$ cat src/rtl/pwfr_pkg.sv
// Shared types, constants and helpers of the pulse width frame receiver.
// Depends on nothing; every other file of the block imports it.
`default_nettype none

package pwfr_pkg;

  // Frame store capacity in bits and derived sizes
  localparam int MAX_FRAME_BITS = 64;
  localparam int STORE_BYTES    = (MAX_FRAME_BITS + 7) / 8;
  localparam int BIT_W          = $clog2(MAX_FRAME_BITS + 1);
  localparam int BYTE_W         = $clog2(STORE_BYTES + 1);
  localparam int IDX_W          = (STORE_BYTES > 1) ? $clog2(STORE_BYTES) : 1;

  // Command queue between front and back
  localparam int FIFO_DEPTH = 4;
  localparam int FIFO_AW    = $clog2(FIFO_DEPTH);

  // Configuration register indexes
  localparam int CFG_IDX_W = 3;
  localparam logic [CFG_IDX_W-1:0] REG_SYNC_MIN  = 3'd0;
  localparam logic [CFG_IDX_W-1:0] REG_SYNC_MAX  = 3'd1;
  localparam logic [CFG_IDX_W-1:0] REG_ZERO_MIN  = 3'd2;
  localparam logic [CFG_IDX_W-1:0] REG_ZERO_MAX  = 3'd3;
  localparam logic [CFG_IDX_W-1:0] REG_ONE_MIN   = 3'd4;
  localparam logic [CFG_IDX_W-1:0] REG_ONE_LIMIT = 3'd5;
  localparam logic [CFG_IDX_W-1:0] REG_STOP_MIN  = 3'd6;

  // Input operation codes
  localparam logic [1:0] OP_FALL = 2'd0;
  localparam logic [1:0] OP_RISE = 2'd1;
  localparam logic [1:0] OP_SOFT = 2'd2;

  // Result status codes
  localparam logic [2:0] ST_IGNORED = 3'd0;
  localparam logic [2:0] ST_SYNCED  = 3'd1;
  localparam logic [2:0] ST_STORED  = 3'd2;
  localparam logic [2:0] ST_DROPPED = 3'd3;
  localparam logic [2:0] ST_BYTE    = 3'd4;
  localparam logic [2:0] ST_ERROR   = 3'd5;

  typedef enum logic [1:0] {
    MODE_IDLE      = 2'd0,
    MODE_SYNCED    = 2'd1,
    MODE_RECEIVING = 2'd2
  } mode_t;

  typedef enum logic [2:0] {
    CMD_SYNC,
    CMD_IGNORE,
    CMD_BIT0,
    CMD_BIT1,
    CMD_STOP,
    CMD_ERROR,
    CMD_CLEAR
  } cmd_kind_t;

  typedef struct packed {
    logic [1:0]  operation;
    logic [31:0] stamp_ms;
  } in_item_t;

  typedef struct packed {
    logic [2:0]  status;
    logic [31:0] pulse_width_ms;
    logic [7:0]  data_byte;
    logic [5:0]  byte_index;
    logic [6:0]  byte_total;
    logic [9:0]  bits_held;
    logic [31:0] frames_done;
    logic [31:0] errors_seen;
    logic [1:0]  rx_mode;
    logic        last;
  } out_item_t;

  // Classified pulse handed from front to back
  typedef struct packed {
    cmd_kind_t   kind;
    logic [31:0] width;
    mode_t       mode;
  } cmd_t;

  // Whole bytes covering a bit count
  function automatic logic [BYTE_W-1:0] bytes_for_bits(input logic [BIT_W-1:0] bits);
    logic [BIT_W:0] s;
    s = {1'b0, bits} + (BIT_W + 1)'(7);
    return BYTE_W'(s >> 3);
  endfunction

endpackage

`default_nettype wire

$ cat src/rtl/pwfr_front.sv
// Front end: configuration registers, fall time capture, pulse classification.
// Depends on pwfr_pkg; feeds classified commands to the command queue.
`default_nettype none

module pwfr_front
  import pwfr_pkg::*;
(
  input  wire logic                 clk,
  input  wire logic                 rst,
  input  wire logic                 accept,
  input  wire in_item_t             in_item,
  input  wire logic                 cfg_wr,
  input  wire logic [CFG_IDX_W-1:0] cfg_index,
  input  wire logic [15:0]          cfg_data,
  output logic                      cmd_wr,
  output cmd_t                      cmd_data
);

  logic [15:0] sync_min, sync_max, zero_min, zero_max;
  logic [15:0] one_min, one_limit, stop_min;
  logic [31:0] fall_stamp;
  mode_t       mode;

  logic [31:0] width;
  logic        is_sync, is_zero, is_one, is_stop;
  cmd_kind_t   kind;
  mode_t       mode_after;

  assign width   = in_item.stamp_ms - fall_stamp;
  assign is_sync = (width >= 32'(sync_min)) && (width <= 32'(sync_max));
  assign is_zero = (width >= 32'(zero_min)) && (width <= 32'(zero_max));
  assign is_one  = (width >= 32'(one_min)) && (width < 32'(one_limit));
  assign is_stop = (width >= 32'(stop_min));

  // First matching class wins
  always_comb begin
    priority if (is_sync) begin
      kind       = CMD_SYNC;
      mode_after = MODE_SYNCED;
    end else if (mode == MODE_IDLE) begin
      kind       = CMD_IGNORE;
      mode_after = MODE_IDLE;
    end else if (is_zero) begin
      kind       = CMD_BIT0;
      mode_after = MODE_RECEIVING;
    end else if (is_one) begin
      kind       = CMD_BIT1;
      mode_after = MODE_RECEIVING;
    end else if (is_stop) begin
      kind       = CMD_STOP;
      mode_after = MODE_IDLE;
    end else begin
      kind       = CMD_ERROR;
      mode_after = MODE_IDLE;
    end
  end

  always_comb begin
    cmd_wr   = 1'b0;
    cmd_data = '{kind: kind, width: width, mode: mode_after};
    unique case (in_item.operation)
      OP_RISE: cmd_wr = accept;
      OP_SOFT: begin
        cmd_wr   = accept;
        cmd_data = '{kind: CMD_CLEAR, width: width, mode: MODE_IDLE};
      end
      default: cmd_wr = 1'b0;
    endcase
  end

  always_ff @(posedge clk) begin
    if (rst) begin
      sync_min   <= 16'd58;
      sync_max   <= 16'd66;
      zero_min   <= 16'd3;
      zero_max   <= 16'd5;
      one_min    <= 16'd1;
      one_limit  <= 16'd3;
      stop_min   <= 16'd20;
      fall_stamp <= '0;
      mode       <= MODE_IDLE;
    end else begin
      if (cfg_wr) begin
        unique case (cfg_index)
          REG_SYNC_MIN:  sync_min  <= cfg_data;
          REG_SYNC_MAX:  sync_max  <= cfg_data;
          REG_ZERO_MIN:  zero_min  <= cfg_data;
          REG_ZERO_MAX:  zero_max  <= cfg_data;
          REG_ONE_MIN:   one_min   <= cfg_data;
          REG_ONE_LIMIT: one_limit <= cfg_data;
          REG_STOP_MIN:  stop_min  <= cfg_data;
          default: ;
        endcase
      end
      if (accept) begin
        unique case (in_item.operation)
          OP_FALL: fall_stamp <= in_item.stamp_ms;
          OP_RISE: begin
            mode <= mode_after;
            // an error drops back as a soft reset does
            if (kind == CMD_ERROR) fall_stamp <= '0;
          end
          OP_SOFT: begin
            mode       <= MODE_IDLE;
            fall_stamp <= '0;
          end
          default: ;
        endcase
      end
    end
  end

endmodule

`default_nettype wire

$ cat src/rtl/pwfr_cmd_fifo.sv
// Short command queue that decouples the classifier from the frame engine.
// Depends on pwfr_pkg for the command type and depth.
`default_nettype none

module pwfr_cmd_fifo
  import pwfr_pkg::*;
(
  input  wire logic clk,
  input  wire logic rst,
  input  wire logic wr_en,
  input  wire cmd_t wr_data,
  output logic      full,
  input  wire logic rd_en,
  output cmd_t      rd_data,
  output logic      empty
);

  cmd_t               mem [FIFO_DEPTH];
  logic [FIFO_AW-1:0] wr_ptr, rd_ptr;
  logic [FIFO_AW:0]   count;

  assign full    = (count == (FIFO_AW + 1)'(FIFO_DEPTH));
  assign empty   = (count == '0);
  assign rd_data = mem[rd_ptr];

  always_ff @(posedge clk) begin
    if (wr_en) mem[wr_ptr] <= wr_data;
  end

  always_ff @(posedge clk) begin
    if (rst) begin
      wr_ptr <= '0;
      rd_ptr <= '0;
      count  <= '0;
    end else begin
      if (wr_en) wr_ptr <= wr_ptr + 1'b1;
      if (rd_en) rd_ptr <= rd_ptr + 1'b1;
      unique case ({wr_en, rd_en})
        2'b10:   count <= count + 1'b1;
        2'b01:   count <= count - 1'b1;
        default: count <= count;
      endcase
    end
  end

  a_no_overflow: assert property (@(posedge clk) disable iff (rst) wr_en |-> !full)
    else $error("command queue written while full");
  a_no_underflow: assert property (@(posedge clk) disable iff (rst) rd_en |-> !empty)
    else $error("command queue read while empty");
  a_count_bound: assert property (@(posedge clk) disable iff (rst)
    count <= (FIFO_AW + 1)'(FIFO_DEPTH))
    else $error("command queue count out of range");
  a_ptr_gap: assert property (@(posedge clk) disable iff (rst)
    (count == '0) |-> (wr_ptr == rd_ptr))
    else $error("command queue pointers disagree with count");

endmodule

`default_nettype wire

$ cat src/rtl/pwfr_back.sv
// Frame engine: bit store, counters, result item build and frame byte runs.
// Depends on pwfr_pkg; drains the command queue into the output register.
`default_nettype none

module pwfr_back
  import pwfr_pkg::*;
(
  input  wire logic clk,
  input  wire logic rst,
  input  wire logic cmd_empty,
  input  wire cmd_t cmd,
  output logic      cmd_rd,
  input  wire logic pop,
  output logic      out_valid,
  output out_item_t out_item
);

  typedef enum logic {B_IDLE, B_EMIT} bstate_t;

  bstate_t           state;
  logic [7:0]        frame_store [STORE_BYTES];
  logic [BIT_W-1:0]  bit_total;
  logic [31:0]       frame_counter, error_counter;
  logic [IDX_W-1:0]  emit_idx;
  logic [BYTE_W-1:0] emit_bytes;
  logic [31:0]       emit_width;
  mode_t             emit_mode;

  logic              slot_free, bit_full, emit_last, load_out;
  logic [BIT_W-1:0]  bits_inc;
  logic [BYTE_W-1:0] bytes_now;
  out_item_t         cmd_item, emit_item;

  assign slot_free = !out_valid || pop;
  assign cmd_rd    = (state == B_IDLE) && !cmd_empty && slot_free;
  assign bit_full  = (bit_total == BIT_W'(MAX_FRAME_BITS));
  assign bits_inc  = bit_total + 1'b1;
  assign bytes_now = bytes_for_bits(bit_total);
  assign emit_last = (emit_bytes == '0) ||
                     ((BYTE_W'(emit_idx) + BYTE_W'(1)) == emit_bytes);
  // Output register takes a new item this cycle
  assign load_out  = (state == B_EMIT) ? slot_free
                   : (cmd_rd && (cmd.kind != CMD_STOP) && (cmd.kind != CMD_CLEAR));

  // Single result item for every command but stop and clear
  always_comb begin
    cmd_item = '{status: ST_IGNORED, pulse_width_ms: cmd.width, data_byte: 8'd0,
                 byte_index: 6'd0, byte_total: 7'(bytes_now), bits_held: 10'(bit_total),
                 frames_done: frame_counter, errors_seen: error_counter,
                 rx_mode: cmd.mode, last: 1'b1};
    unique case (cmd.kind)
      CMD_SYNC: begin
        cmd_item.status     = ST_SYNCED;
        cmd_item.byte_total = '0;
        cmd_item.bits_held  = '0;
      end
      CMD_BIT0, CMD_BIT1: begin
        if (bit_full) begin
          cmd_item.status = ST_DROPPED;
        end else begin
          cmd_item.status     = ST_STORED;
          cmd_item.bits_held  = 10'(bits_inc);
          cmd_item.byte_total = 7'(bytes_for_bits(bits_inc));
        end
      end
      CMD_ERROR: begin
        cmd_item.status      = ST_ERROR;
        cmd_item.byte_total  = '0;
        cmd_item.bits_held   = '0;
        cmd_item.errors_seen = error_counter + 1'b1;
      end
      default: cmd_item.status = ST_IGNORED;
    endcase
  end

  always_comb begin
    emit_item = '{status: ST_BYTE, pulse_width_ms: emit_width,
                  data_byte: (emit_bytes == '0) ? 8'd0 : frame_store[emit_idx],
                  byte_index: 6'(emit_idx), byte_total: 7'(emit_bytes),
                  bits_held: 10'(bit_total), frames_done: frame_counter,
                  errors_seen: error_counter, rx_mode: emit_mode, last: emit_last};
  end

  always_ff @(posedge clk) begin
    if (rst) begin
      state         <= B_IDLE;
      bit_total     <= '0;
      frame_counter <= '0;
      error_counter <= '0;
      out_valid     <= 1'b0;
      for (int i = 0; i < STORE_BYTES; i++) frame_store[i] <= '0;
    end else begin
      if (load_out) out_valid <= 1'b1;
      else if (pop) out_valid <= 1'b0;
      unique case (state)
        B_IDLE: begin
          if (cmd_rd) begin
            unique case (cmd.kind)
              CMD_SYNC, CMD_ERROR, CMD_CLEAR: begin
                bit_total <= '0;
                for (int i = 0; i < STORE_BYTES; i++) frame_store[i] <= '0;
                if (cmd.kind == CMD_ERROR) error_counter <= error_counter + 1'b1;
              end
              CMD_BIT0, CMD_BIT1: begin
                if (!bit_full) begin
                  frame_store[bit_total[IDX_W+2:3]][~bit_total[2:0]] <= (cmd.kind == CMD_BIT1);
                  bit_total <= bits_inc;
                end
              end
              CMD_STOP: begin
                frame_counter <= frame_counter + 1'b1;
                emit_width    <= cmd.width;
                emit_mode     <= cmd.mode;
                emit_bytes    <= bytes_now;
                emit_idx      <= '0;
                state         <= B_EMIT;
              end
              default: ;
            endcase
            if (cmd.kind != CMD_STOP && cmd.kind != CMD_CLEAR) out_item <= cmd_item;
          end
        end
        B_EMIT: begin
          // one frame byte per free output slot
          if (slot_free) begin
            out_item <= emit_item;
            emit_idx <= emit_idx + 1'b1;
            if (emit_last) state <= B_IDLE;
          end
        end
        default: state <= B_IDLE;
      endcase
    end
  end

endmodule

`default_nettype wire

$ cat src/rtl/pulse_width_frame_receiver.sv
// Top level of the pulse width frame receiver: front, command queue, back.
// Depends on pwfr_pkg, pwfr_front, pwfr_cmd_fifo and pwfr_back.
//
// Usage:
//  - Input channel (push/full, in_item): falling edge, rising edge and soft
//    reset events with millisecond timestamps. An item is taken when push is
//    high and full is low. Falling edges, soft resets and unused codes are
//    taken every cycle while the command queue has room.
//  - Result channel (empty/pop, out_item): the oldest result sits on out_item
//    while empty is low; pop takes it. last marks the final item of an event.
//  - Config channel (cfg_valid/cfg_ready, cfg_index, cfg_data): seven 16-bit
//    thresholds, always ready; write only while the block is quiet.
//  - A rising edge is queued, then registered as its result. Throughput:
//    one item per cycle while the queue has room and pop keeps up; a stop
//    pulse holds the engine while it emits its bytes (up to STORE_BYTES).
//  - A four-entry command queue sits between classifier and frame engine, so
//    when the receiver stalls on pop, input is still taken until it fills.
//  - Reset (rst, synchronous): thresholds return to defaults, counters, frame
//    store and mode clear at once; no sweep, the block is ready next cycle.
`default_nettype none

module pulse_width_frame_receiver
  import pwfr_pkg::*;
(
  input  wire logic                 clk,
  input  wire logic                 rst,
  input  wire logic                 push,
  output logic                      full,
  input  wire in_item_t             in_item,
  output logic                      empty,
  input  wire logic                 pop,
  output out_item_t                 out_item,
  input  wire logic                 cfg_valid,
  output logic                      cfg_ready,
  input  wire logic [CFG_IDX_W-1:0] cfg_index,
  input  wire logic [15:0]          cfg_data
);

  logic accept;
  logic cmd_wr, cmd_rd, cmd_empty;
  cmd_t cmd_in, cmd_out;
  logic out_valid;

  // Take an item whenever the command queue has room
  assign accept    = push && !full;
  assign cfg_ready = 1'b1;
  assign empty     = !out_valid;

  pwfr_front u_front (
    .clk       (clk),
    .rst       (rst),
    .accept    (accept),
    .in_item   (in_item),
    .cfg_wr    (cfg_valid),
    .cfg_index (cfg_index),
    .cfg_data  (cfg_data),
    .cmd_wr    (cmd_wr),
    .cmd_data  (cmd_in)
  );

  pwfr_cmd_fifo u_fifo (
    .clk     (clk),
    .rst     (rst),
    .wr_en   (cmd_wr),
    .wr_data (cmd_in),
    .full    (full),
    .rd_en   (cmd_rd),
    .rd_data (cmd_out),
    .empty   (cmd_empty)
  );

  // Pop only counts when a result is actually on the ports
  pwfr_back u_back (
    .clk       (clk),
    .rst       (rst),
    .cmd_empty (cmd_empty),
    .cmd       (cmd_out),
    .cmd_rd    (cmd_rd),
    .pop       (pop && out_valid),
    .out_valid (out_valid),
    .out_item  (out_item)
  );

endmodule

`default_nettype wire

$ cat config.mk
export PLATFORM = sky130hd
export DESIGN_NAME = pulse_width_frame_receiver
export DESIGN_NICKNAME = d
export VERILOG_FILES = /design/src/rtl/pwfr_pkg.sv /design/src/rtl/pwfr_front.sv /design/src/rtl/pwfr_cmd_fifo.sv /design/src/rtl/pwfr_back.sv /design/src/rtl/pulse_width_frame_receiver.sv
export SDC_FILE = /design/constraint.sdc
export NUM_CORES = 1
export LEC_CHECK = 0
export ABC_CLOCK_PERIOD_IN_PS = 26800
export BUFFER_PORTS_ARGS = -buffer_cell sky130_fd_sc_hd__buf_2
export CORE_UTILIZATION = 50
export DETAILED_ROUTE_END_ITERATION = 8
export GPL_TIMING_DRIVEN = 0
export PLACE_DENSITY = 0.67
export SLEW_MARGIN = 20
export SYNTH_ARGS = -nofsm -noshare
export SYNTH_HDL_FRONTEND = slang
export SYNTH_SLANG_ARGS = --single-unit
$ cat constraint.sdc
create_clock -name clk -period 26.8 [get_ports clk]
set_input_delay 5.36 -clock clk [delete_from_list [all_inputs] [get_ports clk]]
set_output_delay 5.36 -clock clk [all_outputs]
set_load 0.05 [all_outputs]
==> Implementation_results.wiki, run 1 <==
{| class="wikitable"
! Metric !! Value
|-
| Outcome || finished clean
|-
| Post-place instance area || roughly 32000 um^2
|-
| Post-synthesis area per instance || 10.3 um^2
|-
| Clock transition at the registers of the reported paths || 60 ps
|-
| CTS hold repair buffers || 0
|-
| CTS HTree Levels || 3
|-
| Post-synthesis cell type with the largest combined area || edfxtp_1
|-
| Crit path arrival time || 10950 ps
|-
| Site row count || 89
|-
| Maximum resistive drop on vdd || 69.4 uV
|-
| Sort of element at the end of the critical path || flop
|-
| Total placed cells including tap cells || between 3000 and 4000
|-
| Floorplan die area || 60700 um^2
|-
| Main combinational cell family by area after synthesis || simple AND/OR/NAND/NOR gates
|-
| Routed Antenna Nets || 0
|-
| Synth area leaders || edfxtp_1, dfxtp_1, ha_1
|-
| Largest net degree at the start of global routing || 25
|-
| Final total power || 2.94 mW
|-
| Pre-CTS setup slack || 15890 ps
|-
| Number of fill cells || 5007
|-
| Initial core utilization || 0.506
|-
| Worst hold slack || approximately 450 ps
|-
| Via count of the first global-routing pass || 22600
|-
| FFs w/ async S/R, synth || 0
|-
| Post-route design area || ~34000 um^2
|-
| Multiplexer share of the synthesized area || 0.0466
|-
| Clock Sink Count || 608
|-
| Via-to-Cell Ratio || approximately 5.8
|-
| Number of failing hold endpoints at the final stage || 0
|-
| Met3 GRT Util || 0.0367
|-
| Crit share post-route || 0.389
|-
| Minimum clock period after layout || 10440 ps
|-
| Clock latency on the worst-skew pair || 600 ps
|-
| Worst setup margin || 16360 ps
|-
| Most crowded layer after global routing || met2
|-
| Overall routed net length || 79.5 mm
|-
| X dimension of the die || ~250 um
|-
| Synth warnings || 0
|-
| Number of standard cells in the final layout excluding fillers || 4023
|-
| Maximum number of buffers from clock root to sink || 3
|-
| Area share of fa/ha/maj cells after synthesis || 0.0662
|-
| Start point of the critical path || in_item[0]
|-
| Number of primary I/O pins || slightly below 200
|-
| Max cap viols || 0
|-
| Grt met1 use || 0.333
|-
| Worst max-slew margin expressed relative to the limit || 0.312
|-
| Startpoint of the worst hold path || u_back.frame_counter[31]
|-
| Count of input and output buffers || 181
|-
| Predominant post-synthesis flop cell || edfxtp_1
|-
| Final number of setup-violating endpoints || 0
|-
| Portion of the post-synthesis area used by sequential elements || 0.534
|-
| Yosys top cell area share || 0.379
|-
| Detailed-route via count || between 20000 and 25000
|-
| Number of buffers created by CTS || 66
|-
| Post-CTS Setup Inserts || 0
|-
| Initial DRC Count || 1748
|-
| Total number of nets in the final design || 3417
|-
| Maximum fanout count along the critical path || 10
|-
| Post-Synth Simple-Gate Area || 0.165
|-
| Global-route wire length before repair || about 120 mm
|-
| CP Class || in2reg
|-
| Antenna violations before repair || 0
|-
| Pleak || 12.3 nW
|-
| RSZ-0062 raised after global routing || false
|-
| Routed wirelength normalized by instance count || ~20 um
|-
| Core box area || 59000 um^2
|-
| Number of flops mapped to enable cells by yosys || 377
|-
| Worst Tran Pin Value || 1030 ps
|-
| Fraction of synthesized cell area in xor and xnor cells || 0.0361
|-
| Post-CTS Resized || 0
|-
| Total routing usage reported by global routing || 0.261
|-
| Critical Path Start Type || input port
|-
| Count of unresolved DRC violations after routing || 0
|-
| Length of the first detailed-routing pass in iterations || 6
|-
| Post-DP HPWL || approximately 57 mm
|-
| CTS tree || yes
|-
| Master cell of the clock root buffer || clkbuf_16
|-
| Maximum operating frequency || 95.8 MHz
|-
| Met2 routing resource usage after global routing || 0.445
|-
| Total Negative Setup Slacks || 0 ps
|-
| Reg-to-Reg Start || u_front.fall_stamp[0]
|-
| Gate Count Post-Synth || 2913
|-
| Post-Route Skew || 22.5 ps
|-
| Required time of the critical path || 27320 ps
|-
| Compound-Gate Fraction of Synth Area || 0.106
|-
| Unique masters post-synth || 78
|-
| Placer Congestion || 0.889
|-
| Final count of pins violating max slew || 0
|-
| Flops & latches, synth || 608
|-
| Growth of design area from synthesis to finish || 15.2%
|-
| Core Util, Final || 0.583
|-
| Type of the most critical hold path || reg2reg
|-
| Post-synthesis cell area || 29900 um^2
|-
| Vertical die dimension || 246 um
|-
| Proportion of layout cells with a drive suffix above 1 || 0.131
|-
| Total power density per cell area || 85.4 nW/um^2
|-
| Remaining global-route overflow || 0
|}
[metal layers]
layer | part of all wire | wire length [um] | vias up
met5 | 0 | 0 | -
met4 | 0.036 | 2900 | 0
met3 | 0.071 | 5610 | 189
met2 | 0.48 | 38300 | 928
met1 | 0.41 | 32700 | 11100
li1 | - | - | 10900
[final cells by class]
type / instances / area [um^2] / share of cell area
flip-flops and latches: 608 / 15900 / 0.463
multi-input cells: 1963 / 12700 / 0.369
clock buffers: 93 / 1820 / 0.0528
repair buffers: 213 / 1270 / 0.0369
well taps: 773 / 967 / 0.0281
plain buffers: 176 / 726 / 0.0211
inverters: 174 / 653 / 0.0190
clock inverters: 22 / 318 / 0.00924
diodes: 1 / 2.50 / 0.0000727
[final timing paths]
| path | to | slack [ps] | cells after the start |
|---|---|---|---|
| setup / recovery | u_front.fall_stamp[12] | 16360 | 23 |
| hold / removal | u_back.out_item[66] | 450 | 0 |
| setup reg to reg | u_front.fall_stamp[12] | 20960 | 21 |
| hold reg to reg | u_back.out_item[66] | 450 | 0 |
[registers in the layout, indices dropped and copies added (netlist names), 7 cells and up, named ones only]
| register | count |
|---|---|
| u_front.zero_max | 16 |
| u_back.emit_width | 32 |
| u_front.sync_max | 16 |
| u_back.error_counter | 32 |
| u_front.stop_min | 16 |
| u_back.bit_total | 7 |
| u_back.out_item | 124 |
| u_back.frame_store | 64 |
| u_fifo.mem | 148 |
| u_front.fall_stamp | 32 |
| u_front.one_min | 16 |
| u_front.one_limit | 16 |
| u_back.frame_counter | 32 |
| u_front.sync_min | 16 |
| u_front.zero_min | 16 |
[worst max-delay path, cell delays in order]
cell and delay, ps:
buf_2 110, inv_1 50, ha_1 220, fa_1 430
nand2b_1 200, a21oi_1 230, o21ai_0 170, a21o_1 220
nand2_1 100, xor2_2 510, buf_6 230, ha_1 150
nand4_1 120, nor3_1 380, o221ai_1 230, nand3_1 130
a21oi_1 170, nor4_1 370, nor4bb_1 480, clkbuf_1 330
clkbuf_1 430, nand4_1 200, o211ai_1 140
[layout by cell type, fill, tap and decap left out, drive strengths merged, types with 8 or more instances in the layout]
cell type and n:
nand2 413, edfxtp 377, buf 252, dfxtp 231, clkbuf 230, nor2 229
a21oi 180, inv 172, ha 155, o21ai 137, nor3 101, nand3 100
xor2 72, nand2b 58, nand4 57, mux4 53, o211ai 52, xnor2 51
a31oi 41, a21o 31, or3 30, and3 23, a211oi 21, nor2b 17
clkinv 16, and2 13, o21a 11, mux2i 11, conb 10, or2 9
mux2 8, bufinv 8
[cell families after synthesis]
logic type,after synthesis
AND/OR/NAND/NOR,1074
flip-flops,608
AO/OA/AOI/OAI,527
buffers and inverters,350
adder cells (fa/ha/maj),157
XOR/XNOR,123
multiplexers,72
other,2
[cell usage after synthesis (5+ instances only)]
master / number
a2111oi_0: 7
a211oi_1: 21
a21o_1: 31
a21oi_1: 180
a31oi_1: 41
and2_1: 13
and3_1: 23
and4_1: 5
buf_1: 18
buf_2: 7
buf_4: 13
clkbuf_1: 137
dfxtp_1: 231
edfxtp_1: 377
ha_1: 155
inv_1: 170
mux2_2: 8
mux2i_1: 11
mux4_2: 53
nand2_1: 412
nand2b_1: 58
nand3_1: 100
nand4_1: 57
nor2_1: 226
nor2b_1: 17
nor3_1: 99
nor4_1: 7
o211ai_1: 52
o21a_1: 11
o21ai_0: 136
o31ai_1: 7
or2_2: 8
or3_1: 30
xnor2_1: 51
xor2_1: 72
[report_power, final]
part | switching, mW | internal [mW] | total [mW]
Sequential | 0.0382 | 1.15 | 1.19
Combinational | 0.588 | 0.253 | 0.841
Clock | 0.365 | 0.549 | 0.913
No activity file was read; power rests on OpenSTA's default activity.
==> run 2: changes to the inputs <==
--- a/config.mk
+++ b/config.mk
@@ -5,12 +5,12 @@
 export SDC_FILE = /design/constraint.sdc
 export NUM_CORES = 1
 export LEC_CHECK = 0
-export ABC_CLOCK_PERIOD_IN_PS = 26800
+export ABC_CLOCK_PERIOD_IN_PS = 9450
 export BUFFER_PORTS_ARGS = -buffer_cell sky130_fd_sc_hd__buf_2
 export CORE_UTILIZATION = 50
 export DETAILED_ROUTE_END_ITERATION = 8
 export GPL_TIMING_DRIVEN = 0
-export PLACE_DENSITY = 0.67
+export PLACE_DENSITY = 0.69
 export SLEW_MARGIN = 20
 export SYNTH_ARGS = -nofsm -noshare
 export SYNTH_HDL_FRONTEND = slang
==> constraint.sdc (replaced) <==
create_clock -name clk -period 9.45 [get_ports clk]
set_input_delay 1.89 -clock clk [delete_from_list [all_inputs] [get_ports clk]]
set_output_delay 1.89 -clock clk [all_outputs]
set_load 0.05 [all_outputs]
==> run 2 against run 1 <==
  * Setup slack worse by 14000 ps
  * Core utilization is essentially flat
  * Total power rose to 2.8 times the previous value
  * Non-clock buffer count is 7 lower
  * Global-route usage up 0.15 points
  * Combinational power grew to 2.8 times the previous value
  * Cell count unchanged
  * First-iteration DRC count up 6.9%
  * Clock skew up 14 ps
  * Critical path type unchanged
  * Critical endpoint is now u_front.fall_stamp[4]
  * Largest power group unchanged
==> Implementation_results.wiki, run 2 (synthesized netlist as in run 1, its figures left out) <==
{| class="wikitable"
! Metric !! Value
|-
| Clock latency on the worst-skew pair || 620 ps (was 600 ps)
|-
| Routed Antenna Nets || 0 (unchanged)
|-
| Count of input and output buffers || 181 (unchanged)
|-
| Critical Path Start Type || input port (unchanged)
|-
| Maximum operating frequency || 145 MHz
|-
| Number of flip-flops in the largest register || 148 (unchanged)
|-
| Routed wirelength normalized by instance count || 19.8 um (about the same)
|-
| Antenna violations before repair || 0 (unchanged)
|-
| Overall routed net length || 79.8 mm (was 79.5 mm)
|-
| Post-route design area || 34400 um^2 (about the same)
|-
| Buffers plus inverters on the worst setup path || 6 (was 5)
|-
| CTS tree || yes (unchanged)
|-
| Vertical die dimension || 246 um (unchanged)
|-
| Total number of nets in the final design || 3410 (was 3417)
|-
| Post-DP HPWL || 56.8 mm (was 57.5 mm)
|-
| Sort of element at the end of the critical path || flop (unchanged)
|-
| Core Util, Final || 0.583 (about the same)
|-
| Final number of setup-violating endpoints || 0 (unchanged)
|-
| Clock Sink Count || 608 (unchanged)
|-
| Growth of design area from synthesis to finish || 15.2% (about the same)
|-
| Proportion of layout cells with a drive suffix above 1 || 0.132 (was 0.131)
|-
| Most common cell on crit path || a21oi_1
|-
| Pleak || 12.3 nW (about the same)
|-
| Max cap viols || 0 (unchanged)
|-
| Total placed cells including tap cells || 3900 (was 3907)
|-
| Total Negative Setup Slacks || 0 ps (unchanged)
|-
| Master cell of the clock root buffer || clkbuf_16 (unchanged)
|-
| Global-route wire length before repair || 124 mm (about the same)
|-
| Number of primary I/O pins || 194 (unchanged)
|-
| Initial core utilization || 0.506 (unchanged)
|-
| Detailed-route via count || 23200 (about the same)
|-
| Crit share post-route || 0.729
|-
| Post-place instance area || 32300 um^2 (about the same)
|-
| Crit path arrival time || 7410 ps (was 10950 ps)
|-
| Via-to-Cell Ratio || 5.77 (was 5.76)
|-
| Required time of the critical path || 9960 ps (was 27320 ps)
|-
| Worst Tran Pin Value || 1180 ps (was 1030 ps)
|-
| Type of the most critical hold path || reg2reg (unchanged)
|-
| Pre-CTS setup slack || 2090 ps (was 15890 ps)
|-
| Top reg by flops || u_fifo.mem (unchanged)
|-
| Post-CTS Resized || 0 (unchanged)
|-
| Number of failing hold endpoints at the final stage || 0 (unchanged)
|-
| Worst hold slack || 450 ps (about the same)
|-
| Site row count || 89 (unchanged)
|-
| Number of standard cells in the final layout excluding fillers || 4023 (unchanged)
|-
| Reg2reg setup slack || 3660 ps (was 20960 ps)
|-
| Count of unresolved DRC violations after routing || 0 (unchanged)
|-
| Final count of pins violating max slew || 0 (unchanged)
|-
| Initial DRC Count || 1869 (was 1748)
|-
| Largest registers || u_fifo.mem x148, u_back.out_item x124, u_back.frame_store x64 (unchanged)
|-
| Slowest library cell on the worst path || a2111oi_1 (was xor2_2)
|-
| Outcome || finished clean (unchanged)
|-
| CTS hold repair buffers || 0 (unchanged)
|-
| CTS HTree Levels || 3 (unchanged)
|-
| Total routing usage reported by global routing || 0.263 (was 0.261)
|-
| Core box area || 59000 um^2 (unchanged)
|-
| Via count of the first global-routing pass || 22800 (was 22600)
|-
| Floorplan die area || 60700 um^2 (unchanged)
|-
| Maximum number of buffers from clock root to sink || 3 (unchanged)
|-
| Maximum fanout count along the critical path || 10 (unchanged)
|-
| Largest net degree at the start of global routing || 22 (was 25)
|-
| Length of the first detailed-routing pass in iterations || 5 (was 6)
|-
| Placer Congestion || 0.919 (was 0.889)
|-
| X dimension of the die || 246 um (unchanged)
|-
| CP Class || in2reg (unchanged)
|-
| Clock transition at the registers of the reported paths || 60 ps (about the same)
|-
| Final total power || 8.32 mW (was 2.94 mW)
|-
| Total power density per cell area || 242 nW/um^2 (was 85.4 nW/um^2)
|-
| Post-Route Skew || 36.3 ps (was 22.5 ps)
|-
| Leading cell type in the layout, fill and taps excluded || nand2_1 (unchanged)
|-
| Minimum clock period after layout || 6890 ps
|-
| Number of buffers created by CTS || 66 (unchanged)
|-
| Remaining global-route overflow || 0 (unchanged)
|-
| Maximum resistive drop on vdd || 204 uV (was 69.4 uV)
|-
| RSZ-0062 raised after global routing || false (unchanged)
|-
| Worst setup margin || 2560 ps (was 16360 ps)
|-
| Highest-count cells in the layout ignoring fill and taps || nand2_1, edfxtp_1, dfxtp_1, nor2_1, buf_2 (unchanged)
|-
| Cell family with the largest share of critical-path delay || compound AO/OA/AOI/OAI gates (was simple AND/OR/NAND/NOR gates)
|-
| Worst max-slew margin expressed relative to the limit || 0.214 (was 0.312)
|-
| Post-CTS Setup Inserts || 0 (unchanged)
|-
| Delay of the slowest cell on the worst path || 780 ps (was 510 ps)
|}
==> run 2: changes by cell type in the layout (fill, tap and decap cells not counted), moves of 3 or more <==
cell,change
buf_6,-4
clkbuf_1,-8
buf_4,-9
clkinv_2,+7
buf_8,+6
bufinv_16,-4
clkbuf_8,+4
clkinv_1,+3
==> run 2: where the power goes <==
group | switching (mW) | internal (mW) | leakage, nW
combinational | 1.67 | 0.715 | 5.76
clock | 1.07 | 1.50 | 1.06
sequential | 0.108 | 3.25 | 5.43
total | 2.84 | 5.47 | 12.3
==> run 2: path summary, 6_finish.rpt <==
path	depth (start not counted)	endpoint	from
min reg2reg	0	u_back.out_item[66]	u_back.frame_counter[31]
max reg2reg	23	u_front.fall_stamp[4]	u_front.fall_stamp[0]
max	25	u_front.fall_stamp[4]	in_item[0]
min	0	u_back.out_item[66]	u_back.frame_counter[31]
==> run 2: metal layers <==
metal | wire length (um) | track usage | vias to the layer above
met2 | 38100 | 0.441 | 994
li1 | - | - | 10900
met1 | 32500 | 0.332 | 11100
met3 | 5920 | 0.0420 | 201
met5 | 0 | 0 | -
met4 | 3290 | 0.122 | 0
==> run 2: worst reg2reg max path, cell delays in order, from the launching register on <==
cell,delay [ps]
dfxtp_1,330
ha_1,210
fa_1,430
nand2b_1,190
a21oi_1,270
o21ai_0,190
nand2_1,160
a21o_1,130
a21oi_1,90
xnor2_2,520
buf_6,240
ha_1,260
a21o_1,160
a21oi_1,150
o21ai_0,110
a2bb2oi_1,160
a2111oi_1,780
nor2_1,100
nor4bb_1,200
clkbuf_1,250
and3_1,230
buf_2,160
buf_4,190
o211ai_1,210
==> run 2: layout make-up <==
cell class | count | area [um^2]
fill | 4961 | 24600
sequential | 608 | 15900
multi-input combinational | 1963 | 12700
clock buffer | 90 | 1870
timing repair buffer | 206 | 1250
tap | 773 | 967
buffer | 176 | 726
inverter | 174 | 653
clock inverter | 32 | 297
antenna | 1 | 2.50
